`src/rtl/core/rppe_pkg.sv`:
```
// Shared types, constants and the quarter-wave sine table of the point extractor.
// No dependencies; imported by every module of the block.
package rppe_pkg;

	localparam int AZ_COUNT        = 400;
	localparam int MAX_BINS        = 4096;
	localparam int TRIG_BITS       = 16;
	localparam int FRAC            = TRIG_BITS - 1;
	localparam int QUARTER         = AZ_COUNT / 4;
	localparam int QTR_W           = $clog2(QUARTER + 1);

	localparam int ANGLE_W = 16;
	localparam int BIN_W   = 12;
	localparam int BND_W   = 13;
	localparam int POW_W   = 8;
	localparam int AZ_W    = 9;
	localparam int LEN_W   = 16;
	localparam int CNT_W   = $clog2(ANGLE_W);
	localparam int RAD_W   = BIN_W + LEN_W;
	localparam int PROD_W  = RAD_W + FRAC;
	localparam int POS_W   = 29;
	localparam int IDX_W   = 3;
	localparam int DATA_W  = 16;

	localparam logic [AZ_W-1:0]  AZ_MAX   = AZ_W'(AZ_COUNT - 1);
	localparam logic [AZ_W:0]    AZ_N     = (AZ_W + 1)'(AZ_COUNT);
	localparam logic [BND_W-1:0] BIN_LIMIT = BND_W'(MAX_BINS);

	typedef enum logic [IDX_W-1:0] {
		REG_ENCODER_STEP  = 3'd0,
		REG_FIRST_AZIMUTH = 3'd1,
		REG_LAST_AZIMUTH  = 3'd2,
		REG_FIRST_BIN     = 3'd3,
		REG_BIN_BOUND     = 3'd4,
		REG_POWER_LIMIT   = 3'd5,
		REG_ANGLE_OFFSET  = 3'd6,
		REG_BIN_LENGTH    = 3'd7
	} cfg_reg_e;

	typedef struct packed {
		logic [ANGLE_W-1:0] encoder_step;
		logic [AZ_W-1:0]    first_azimuth;
		logic [AZ_W-1:0]    last_azimuth_bound;
		logic [BND_W-1:0]   first_bin;
		logic [BND_W-1:0]   bin_bound;
		logic [POW_W-1:0]   power_limit;
		logic [AZ_W-1:0]    angle_offset;
		logic [LEN_W-1:0]   bin_length;
	} cfg_t;

	// one classified sample handed from front to back
	typedef struct packed {
		logic             point_valid;
		logic             frame_end;
		logic [AZ_W-1:0]  azimuth;
		logic [BIN_W-1:0] bin;
		logic [POW_W-1:0] power;
	} entry_t;

	typedef enum logic [1:0] {
		FS_IDLE,
		FS_DIV,
		FS_CLASSIFY
	} front_state_t;

	typedef logic [FRAC-1:0] sin_rom_t [0:QUARTER];

	// sin(pi/2 * j / QUARTER) in unsigned Q0.FRAC, half up, saturated below 1.0
	function automatic sin_rom_t build_sin_rom();
		sin_rom_t    rom;
		real         v;
		logic [31:0] m;
		for (int j = 0; j <= QUARTER; j++) begin
			v = $sin(1.57079632679489661923 * j / QUARTER) * (2.0 ** FRAC);
			m = 32'($rtoi(v + 0.5));
			if (m > 32'((2 ** FRAC) - 1))
				m = 32'((2 ** FRAC) - 1);
			rom[j] = m[FRAC-1:0];
		end
		return rom;
	endfunction

	localparam sin_rom_t SIN_ROM = build_sin_rom();

endpackage

```
`src/rtl/core/rppe_front.sv`:
```
// Front end: takes samples, finds the azimuth index with a bit-serial divider,
// applies the windows and rotation check, pushes classified entries. Uses rppe_pkg.
module rppe_front (
	input  logic                       clk,
	input  logic                       arst_n,
	input  rppe_pkg::cfg_t             cfg,
	input  logic                       in_valid,
	output logic                       in_ready,
	input  logic [rppe_pkg::ANGLE_W-1:0] encoder_angle,
	input  logic [rppe_pkg::BIN_W-1:0] bin_number,
	input  logic [rppe_pkg::POW_W-1:0] power,
	input  logic                       line_end,
	output logic                       push,
	input  logic                       push_ready,
	output rppe_pkg::entry_t           push_entry
);
	import rppe_pkg::*;

	front_state_t       state_q, state_d;
	logic [ANGLE_W-1:0] dq_q;
	logic [ANGLE_W-1:0] rem_q;
	logic [CNT_W-1:0]   cnt_q;
	logic [BIN_W-1:0]   bin_q;
	logic [POW_W-1:0]   power_q;
	logic               last_q;
	logic [AZ_W-1:0]    prev_az_q;

	logic [ANGLE_W:0]   trial;
	logic               ge;
	logic [ANGLE_W:0]   diff;
	logic [AZ_W-1:0]    idx;
	logic [AZ_W-1:0]    off;
	logic [AZ_W:0]      adj_sum;
	logic [AZ_W-1:0]    adj;
	logic [BND_W-1:0]   bbound;
	logic               hit;
	logic               wrap;
	logic               emit;
	logic               retire;

	// restoring division, one quotient bit per cycle
	assign trial = {rem_q, dq_q[ANGLE_W-1]};
	assign ge    = trial >= {1'b0, cfg.encoder_step};
	assign diff  = trial - {1'b0, cfg.encoder_step};

	assign idx = (dq_q > ANGLE_W'(AZ_MAX)) ? AZ_MAX : dq_q[AZ_W-1:0];
	assign off = (cfg.angle_offset > AZ_W'(AZ_COUNT)) ?
		AZ_W'(AZ_COUNT) : cfg.angle_offset;
	assign adj_sum = {1'b0, idx} + {1'b0, off};
	assign adj = (adj_sum >= AZ_N) ? AZ_W'(adj_sum - AZ_N) : adj_sum[AZ_W-1:0];
	assign bbound = (cfg.bin_bound > BIN_LIMIT) ? BIN_LIMIT : cfg.bin_bound;

	assign hit = (idx >= cfg.first_azimuth) && (idx < cfg.last_azimuth_bound) &&
		({1'b0, bin_q} >= cfg.first_bin) && ({1'b0, bin_q} < bbound) &&
		(power_q > cfg.power_limit);
	assign wrap = last_q && (idx < prev_az_q);
	assign emit = hit || wrap;

	assign push_entry.point_valid = hit;
	assign push_entry.frame_end   = wrap;
	assign push_entry.azimuth     = adj;
	assign push_entry.bin         = bin_q;
	assign push_entry.power       = power_q;

	always_comb begin
		state_d  = state_q;
		in_ready = 1'b0;
		push     = 1'b0;
		retire   = 1'b0;
		unique case (state_q)
			FS_IDLE: begin
				in_ready = 1'b1;
				if (in_valid)
					state_d = FS_DIV;
			end
			FS_DIV: begin
				if (cnt_q == CNT_W'(ANGLE_W - 1))
					state_d = FS_CLASSIFY;
			end
			FS_CLASSIFY: begin
				push = emit;
				if (!emit || push_ready) begin
					retire  = 1'b1;
					state_d = FS_IDLE;
				end
			end
			default: state_d = FS_IDLE;
		endcase
	end

	always_ff @(posedge clk or negedge arst_n) begin
		if (!arst_n) begin
			state_q   <= FS_IDLE;
			prev_az_q <= '0;
		end else begin
			state_q <= state_d;
			if (retire && last_q)
				prev_az_q <= idx;
		end
	end

	always_ff @(posedge clk) begin
		if (in_valid && in_ready) begin
			dq_q    <= encoder_angle;
			rem_q   <= '0;
			cnt_q   <= '0;
			bin_q   <= bin_number;
			power_q <= power;
			last_q  <= line_end;
		end else if (state_q == FS_DIV) begin
			dq_q  <= {dq_q[ANGLE_W-2:0], ge};
			rem_q <= ge ? diff[ANGLE_W-1:0] : trial[ANGLE_W-1:0];
			cnt_q <= cnt_q + 1'b1;
		end
	end

endmodule

```
`src/rtl/core/rppe_queue.sv`:
```
// Two-entry queue between front and back end.
// Uses rppe_pkg for the entry type.
module rppe_queue (
	input  logic             clk,
	input  logic             arst_n,
	input  logic             push,
	output logic             push_ready,
	input  rppe_pkg::entry_t push_entry,
	output logic             pop_valid,
	input  logic             pop,
	output rppe_pkg::entry_t pop_entry
);
	import rppe_pkg::*;

	entry_t     mem_q [0:1];
	logic       wr_q;
	logic       rd_q;
	logic [1:0] cnt_q;
	logic       do_push;
	logic       do_pop;

	assign push_ready = cnt_q != 2'd2;
	assign pop_valid  = cnt_q != 2'd0;
	assign pop_entry  = mem_q[rd_q];
	assign do_push    = push && push_ready;
	assign do_pop     = pop && pop_valid;

	always_ff @(posedge clk or negedge arst_n) begin
		if (!arst_n) begin
			wr_q  <= 1'b0;
			rd_q  <= 1'b0;
			cnt_q <= '0;
		end else begin
			if (do_push)
				wr_q <= ~wr_q;
			if (do_pop)
				rd_q <= ~rd_q;
			cnt_q <= cnt_q + {1'b0, do_push} - {1'b0, do_pop};
		end
	end

	always_ff @(posedge clk) begin
		if (do_push)
			mem_q[wr_q] <= push_entry;
	end

endmodule

```
`src/rtl/core/rppe_back.sv`:
```
// Back end: radius, sine table lookup, scaling and rounding to 0.1 mm, output register.
// Uses rppe_pkg (types, sine table).
module rppe_back (
	input  logic                         clk,
	input  logic                         arst_n,
	input  logic [rppe_pkg::LEN_W-1:0]   bin_length,
	input  logic                         pop_valid,
	output logic                         pop,
	input  rppe_pkg::entry_t             pop_entry,
	output logic                         out_valid,
	input  logic                         out_ready,
	output logic                         point_valid,
	output logic                         frame_end,
	output logic signed [rppe_pkg::POS_W-1:0] pos_x,
	output logic signed [rppe_pkg::POS_W-1:0] pos_y,
	output logic [rppe_pkg::POW_W-1:0]   intensity,
	output logic [rppe_pkg::AZ_W-1:0]    point_azimuth,
	output logic [rppe_pkg::BIN_W-1:0]   point_bin
);
	import rppe_pkg::*;

	logic               en;
	logic [1:0]         quad;
	logic [AZ_W-1:0]    base;
	logic [QTR_W-1:0]   m;
	logic [FRAC-1:0]    sin_m;
	logic [FRAC-1:0]    cos_m;
	logic [FRAC-1:0]    cm;
	logic [FRAC-1:0]    sm;
	logic               cn;
	logic               sn;

	logic               v_s1, v_s2, v_s3;
	entry_t             e_s1, e_s2;
	logic [RAD_W-1:0]   radius_s1;
	logic [FRAC-1:0]    cm_s1, sm_s1;
	logic               cn_s1, sn_s1, cn_s2, sn_s2;
	logic [PROD_W-1:0]  px_s2, py_s2;
	logic [PROD_W:0]    rx, ry;
	logic [POS_W-1:0]   mx, my;

	assign en  = !v_s3 || out_ready;
	assign pop = pop_valid && en;

	// quadrant of the bearing; table holds the first quarter wave
	always_comb begin
		if (pop_entry.azimuth >= AZ_W'(3 * QUARTER)) begin
			quad = 2'd3;
			base = AZ_W'(3 * QUARTER);
		end else if (pop_entry.azimuth >= AZ_W'(2 * QUARTER)) begin
			quad = 2'd2;
			base = AZ_W'(2 * QUARTER);
		end else if (pop_entry.azimuth >= AZ_W'(QUARTER)) begin
			quad = 2'd1;
			base = AZ_W'(QUARTER);
		end else begin
			quad = 2'd0;
			base = '0;
		end
		m     = QTR_W'(pop_entry.azimuth - base);
		sin_m = SIN_ROM[m];
		cos_m = SIN_ROM[QTR_W'(QUARTER) - m];
		case (quad)
			2'd0: begin cm = cos_m; cn = 1'b0; sm = sin_m; sn = 1'b0; end
			2'd1: begin cm = sin_m; cn = 1'b1; sm = cos_m; sn = 1'b0; end
			2'd2: begin cm = cos_m; cn = 1'b1; sm = sin_m; sn = 1'b1; end
			default: begin cm = sin_m; cn = 1'b0; sm = cos_m; sn = 1'b1; end
		endcase
	end

	assign rx = {1'b0, px_s2} + (PROD_W + 1)'(1 << (FRAC - 1));
	assign ry = {1'b0, py_s2} + (PROD_W + 1)'(1 << (FRAC - 1));
	assign mx = rx[FRAC +: POS_W];
	assign my = ry[FRAC +: POS_W];

	always_ff @(posedge clk or negedge arst_n) begin
		if (!arst_n) begin
			v_s1 <= 1'b0;
			v_s2 <= 1'b0;
			v_s3 <= 1'b0;
		end else if (en) begin
			v_s1 <= pop_valid;
			v_s2 <= v_s1;
			v_s3 <= v_s2;
		end
	end

	always_ff @(posedge clk) begin
		if (en) begin
			e_s1      <= pop_entry;
			radius_s1 <= RAD_W'(pop_entry.bin) * RAD_W'(bin_length);
			cm_s1     <= cm;
			sm_s1     <= sm;
			cn_s1     <= cn;
			sn_s1     <= sn;

			e_s2  <= e_s1;
			px_s2 <= PROD_W'(radius_s1) * PROD_W'(cm_s1);
			py_s2 <= PROD_W'(radius_s1) * PROD_W'(sm_s1);
			cn_s2 <= cn_s1;
			sn_s2 <= sn_s1;

			point_valid <= e_s2.point_valid;
			frame_end   <= e_s2.frame_end;
			if (e_s2.point_valid) begin
				pos_x         <= cn_s2 ? -$signed(mx) : $signed(mx);
				pos_y         <= sn_s2 ? -$signed(my) : $signed(my);
				intensity     <= e_s2.power;
				point_azimuth <= e_s2.azimuth;
				point_bin     <= e_s2.bin;
			end else begin
				pos_x         <= '0;
				pos_y         <= '0;
				intensity     <= '0;
				point_azimuth <= '0;
				point_bin     <= '0;
			end
		end
	end

	assign out_valid = v_s3;

endmodule

```
`src/rtl/core/radar_polar_point_extractor.sv`:
```
// Top level of the radar polar point extractor: configuration registers,
// front end, queue and back end. Uses rppe_pkg, rppe_front, rppe_queue, rppe_back.
//
// channel  | handshake            | payload
// ---------+----------------------+-------------------------------------------
// in       | in_valid / in_ready  | encoder_angle, bin_number, power, line_end
// out      | out_valid / out_ready| point_valid, frame_end, pos_x, pos_y, ...
// cfg      | cfg_valid / cfg_ready| cfg_index, cfg_data (always ready)
//
// In the front end a sample is accepted, divided bit-serially by the encoder step,
// then classified and pushed, holding while the queue is full; only then is a new sample taken.
// The back end adds three pipeline stages up to the output register.
// A two-entry queue lets the front end keep going while the output is stalled.
// Reset is asynchronous, active low; configuration resets to the documented defaults.
module radar_polar_point_extractor (
	input  logic                              clk,
	input  logic                              arst_n,
	input  logic                              cfg_valid,
	output logic                              cfg_ready,
	input  logic [rppe_pkg::IDX_W-1:0]        cfg_index,
	input  logic [rppe_pkg::DATA_W-1:0]       cfg_data,
	input  logic                              in_valid,
	output logic                              in_ready,
	input  logic [rppe_pkg::ANGLE_W-1:0]      encoder_angle,
	input  logic [rppe_pkg::BIN_W-1:0]        bin_number,
	input  logic [rppe_pkg::POW_W-1:0]        power,
	input  logic                              line_end,
	output logic                              out_valid,
	input  logic                              out_ready,
	output logic                              point_valid,
	output logic                              frame_end,
	output logic signed [rppe_pkg::POS_W-1:0] pos_x,
	output logic signed [rppe_pkg::POS_W-1:0] pos_y,
	output logic [rppe_pkg::POW_W-1:0]        intensity,
	output logic [rppe_pkg::AZ_W-1:0]         point_azimuth,
	output logic [rppe_pkg::BIN_W-1:0]        point_bin
);
	import rppe_pkg::*;

	cfg_t   cfg_q;
	logic   push, push_ready, pop_valid, pop;
	entry_t push_entry, pop_entry;

	assign cfg_ready = 1'b1;

	always_ff @(posedge clk or negedge arst_n) begin
		if (!arst_n) begin
			cfg_q.encoder_step       <= 16'd14;
			cfg_q.first_azimuth      <= '0;
			cfg_q.last_azimuth_bound <= AZ_W'(400);
			cfg_q.first_bin          <= '0;
			cfg_q.bin_bound          <= BND_W'(4096);
			cfg_q.power_limit        <= '0;
			cfg_q.angle_offset       <= '0;
			cfg_q.bin_length         <= 16'd438;
		end else if (cfg_valid) begin
			unique case (cfg_reg_e'(cfg_index))
				REG_ENCODER_STEP:  cfg_q.encoder_step       <= cfg_data;
				REG_FIRST_AZIMUTH: cfg_q.first_azimuth      <= cfg_data[AZ_W-1:0];
				REG_LAST_AZIMUTH:  cfg_q.last_azimuth_bound <= cfg_data[AZ_W-1:0];
				REG_FIRST_BIN:     cfg_q.first_bin          <= cfg_data[BND_W-1:0];
				REG_BIN_BOUND:     cfg_q.bin_bound          <= cfg_data[BND_W-1:0];
				REG_POWER_LIMIT:   cfg_q.power_limit        <= cfg_data[POW_W-1:0];
				REG_ANGLE_OFFSET:  cfg_q.angle_offset       <= cfg_data[AZ_W-1:0];
				REG_BIN_LENGTH:    cfg_q.bin_length         <= cfg_data;
				default: ;
			endcase
		end
	end

	rppe_front u_front (
		.clk           (clk),
		.arst_n        (arst_n),
		.cfg           (cfg_q),
		.in_valid      (in_valid),
		.in_ready      (in_ready),
		.encoder_angle (encoder_angle),
		.bin_number    (bin_number),
		.power         (power),
		.line_end      (line_end),
		.push          (push),
		.push_ready    (push_ready),
		.push_entry    (push_entry)
	);

	rppe_queue u_queue (
		.clk        (clk),
		.arst_n     (arst_n),
		.push       (push),
		.push_ready (push_ready),
		.push_entry (push_entry),
		.pop_valid  (pop_valid),
		.pop        (pop),
		.pop_entry  (pop_entry)
	);

	rppe_back u_back (
		.clk           (clk),
		.arst_n        (arst_n),
		.bin_length    (cfg_q.bin_length),
		.pop_valid     (pop_valid),
		.pop           (pop),
		.pop_entry     (pop_entry),
		.out_valid     (out_valid),
		.out_ready     (out_ready),
		.point_valid   (point_valid),
		.frame_end     (frame_end),
		.pos_x         (pos_x),
		.pos_y         (pos_y),
		.intensity     (intensity),
		.point_azimuth (point_azimuth),
		.point_bin     (point_bin)
	);

endmodule

```
`config.mk`:
```
export PLATFORM = sky130hd
export DESIGN_NAME = radar_polar_point_extractor
export DESIGN_NICKNAME = d
export VERILOG_FILES = /design/src/rtl/core/rppe_pkg.sv /design/src/rtl/core/rppe_front.sv /design/src/rtl/core/rppe_queue.sv /design/src/rtl/core/rppe_back.sv /design/src/rtl/core/radar_polar_point_extractor.sv
export SDC_FILE = /design/constraint.sdc
export NUM_CORES = 2
export LEC_CHECK = 0
export BUFFER_PORTS_ARGS = -buffer_cell sky130_fd_sc_hd__buf_4
export CAP_MARGIN = 0
export CORE_MARGIN = 1
export CORE_UTILIZATION = 35
export DETAILED_ROUTE_END_ITERATION = 10
export PLACE_DENSITY_LB_ADDON = 0.05
export SLEW_MARGIN = 10
export SYNTH_ARGS = -nofsm -noshare
export SYNTH_HDL_FRONTEND = slang
export SYNTH_SLANG_ARGS = --single-unit
```
`constraint.sdc`:
```
create_clock -name clk -period 11.5 [get_ports clk]
set_input_delay 0 -clock clk [delete_from_list [all_inputs] [get_ports clk]]
set_output_delay 0 -clock clk [all_outputs]
set_load 0.005 [all_outputs]
```
==> impl_metrics.tcl <==
set metrics [dict create \
    status "finished clean" \
    async_reset_ff_share_pct 22.2 \
    synth_area_leader_cell "fa_1" \
    clk_latency_ps 680 \
    syn_nets 7371 \
    rsz0062_at_grt "no" \
    fp.dieArea_sq_um 170000 \
    grt_pass1_vias 44729 \
    cts_made_buffers 67 \
    cts.htree.levels 3 \
    path_clk_slew_ps 60 \
    drive_above_1_share_pct 8.88 \
    cpMostUsedCell "buf_4" \
    grt_first_pass_wirelength_microns 257000 \
    reg2reg_depth 17 \
    setup_violations 0 \
    fin_worst_skew_ps 46.5 \
    worstPathCellList "buf_4 > mux2i_1 > o21ai_0 > a211o_1 > and2_1 > or2_2 > ha_2 > fa_2 > buf_4 > clkinv_1 > a21oi_1 > xnor2_2 > buf_4 > a31oi_1 > o21a_1 > o21ai_0 > a21oi_1" \
    grt_use_total_pct 19.3 \
    crit_arrival_ps 7980 \
    hpwl_microns 118000 \
    drt_iter0_drc 2370 \
    drt-total-wl_microns 161000 \
    portBuffers 151 \
    nets 7401 \
    synth_common_cells "inv_1 (978), fa_1 (813), nand2_1 (749)" \
    fmax_mhz 131 \
    dr.pass1.iters 5 \
    critPathSlowestCell "clkinv_1" \
    ant_nets 0 \
    viasPerCell 5.01 \
    crit_start "u_queue.rd_q" \
    grt_max_degree 78 \
    worstMarginPinSlew_ps 1030 \
    fin_crit_ps 7650 \
    ys_ff_latch 501 \
    synthFlopType "edfxtp_1" \
    cap_violations 0 \
    cp.required_ps 11830 \
    num_vias 42089 \
    wl_per_cell_microns 19.1 \
    synth_top_cell_area_share_pct 27.7 \
    cts_tree "yes" \
    area_delta_synth_final_pct 10.6 \
    clk_path_buf_depth 3 \
    tns_ps 0 \
    antenna_found_initial 4 \
    ff2ff_setup_slack_ps 3850 \
    synth_edf_count 370 \
    path_class "flop to flop" \
    crit_path_start_kind "flop" \
    post_cts_resized 0 \
    r2r-end "u_back.sm_s1[3]" \
    cp_slowest_stage_delay_ps 860 \
    start_util_pct 35.2 \
    min_from "cfg_index[2]" \
    overflow 0 \
    drc_errors 0 \
    r2r_start "u_queue.rd_q" \
    num_rows 150 \
    cts_sinks 501 \
    fp.dieH_microns 412 \
    yosys_warnings 0 \
    syn_area_per_cell_sq_um 9.63 \
    worst_hold_path_type "primary input to flop" \
    path_max_fanout 72 \
    coreArea_sq_um 167000 \
    end_kind "flop" \
    crit_end "u_back.sm_s1[3]" \
    synthCells 6112 \
    slew_violations 0 \
    synth_seq_area_share_pct 24.3 \
    final-hold-violation-count 0 \
    gp_congestion 0.856 \
    syn_area_sq_um 58800 \
    chipWidth_microns 412 \
    slew_headroom_pct 31.3 \
    fin_crit_sh_pct 66.5 \
    ios 153 \
    cts_root_buf "clkbuf_16" \
    synthMostInstantiatedCell "inv_1" \
    synthDistinctLibCells 99 \
    synth_area_leaders "fa_1 (28%), edfxtp_1 (19%), ha_1 (8.2%)" \
]
per-layer routing:
layer	wire length (microns)	up-vias	track usage (%)
li1	-	19678	-
met1	70000	21526	24.8
met2	82300	689	34.7
met3	4730	196	1.67
met4	3620	0	5.22
met5	0	-	0
kinds of logic after synthesis:
group | count (synthesis) | share of synthesized area [%]
multiplexers | 157 | 3.02
XOR/XNOR | 225 | 3.35
flip-flops | 501 | 24.3
buffers and inverters | 1341 | 8.71
AO/OA/AOI/OAI | 800 | 8.59
AND/OR/NAND/NOR | 1889 | 16.2
other | 1 | 0.00637
adder cells (fa/ha/maj) | 1198 | 35.8
stage by stage:
stage / utilization, % / std cells / setup slack [ps] / instance area (sq um) / hold slack (ps)
global route: 38.9 / 8399 / 3310 / 65000 / 43.4
CTS: 38.9 / 8399 / 3930 / 65000 / 0.519
global placement: 37.2 / 8207 / 4060 / 62200 / 117
finish: 38.9 / 8403 / 3850 / 65100 / 63.3
floorplan: - / 6112 / 3550 / 58800 / -296
detailed placement: 37.2 / 8207 / 3940 / 62200 / 107
area by class of cell:
cell class                      count  area, sq um
Sequential cell                   501        14300
Timing Repair Buffer              319         2590
Tap cell                         2204         2760
Multi-Input combinational cell   4270        39500
Clock inverter                     23          221
Antenna cell                        4         10.0
Inverter                          983         3690
Clock buffer                       99         1950
Fill cell                       16863       102000
state kept, by name, summed over array words and instances (netlist names), 4 cells and up:
name / cells
cfg_q: 93
u_back.radius_s1: 28
u_back.pos_x: 29
u_front.dq_q: 16
u_back.pos_y: 29
u_front.cnt_q: 4
u_back.point_azimuth: 9
u_back.intensity: 8
u_back.e_s2: 31
u_back.point_bin: 12
u_front.power_q: 8
u_back.px_s2: 29
u_back.e_s1: 31
u_front.rem_q: 16
u_back.cm_s1: 15
u_front.prev_az_q: 9
u_back.py_s2: 29
u_front.bin_q: 12
u_back.sm_s1: 15
u_queue.mem_q: 62
layout by cell type (no fill, tap or decap), drive strengths merged, types with 98 or more instances in the layout:
master / count
inv: 982
o21ai: 246
xnor2: 150
dfrtp: 98
ha: 385
mux2: 124
nor2: 166
a21oi: 198
nand2: 749
and2: 590
buf: 250
fa: 813
clkbuf: 99
edfxtp: 370
worst min path at each step:
| stage | cells past startpoint | end |
|---|---|---|
| 3_5_place_dp | 1 | cfg_q[91] |
| 2_1_floorplan | 0 | cfg_q[0] |
| 3_3_place_gp | 1 | cfg_q[91] |
| 6_report | 5 | cfg_q[75] |
| 5_1_grt | 2 | u_front.bin_q[1] |
| 4_1_cts | 5 | cfg_q[75] |
what timing repair did:
| action | 4_1_cts | 5_1_grt |
|---|---|---|
| hold endpoints to repair | 183 | 0 |
| hold buffers | 70 | 0 |
| buffers inserted | 0 | 0 |
worst max-delay path, delay by kind of cell, from the launching register on:
family	cells	cell delay (ps)
AO/OA/AOI/OAI	7	2220
flip-flops	1	600
adder cells (fa/ha/maj)	2	830
XOR/XNOR	1	170
AND/OR/NAND/NOR	2	710
buffers and inverters	4	2210
multiplexers	1	470
Power is left out: the tool's default activity adds up to more than one toggle a clock period on the data nets, which glitch-free logic cannot reach.
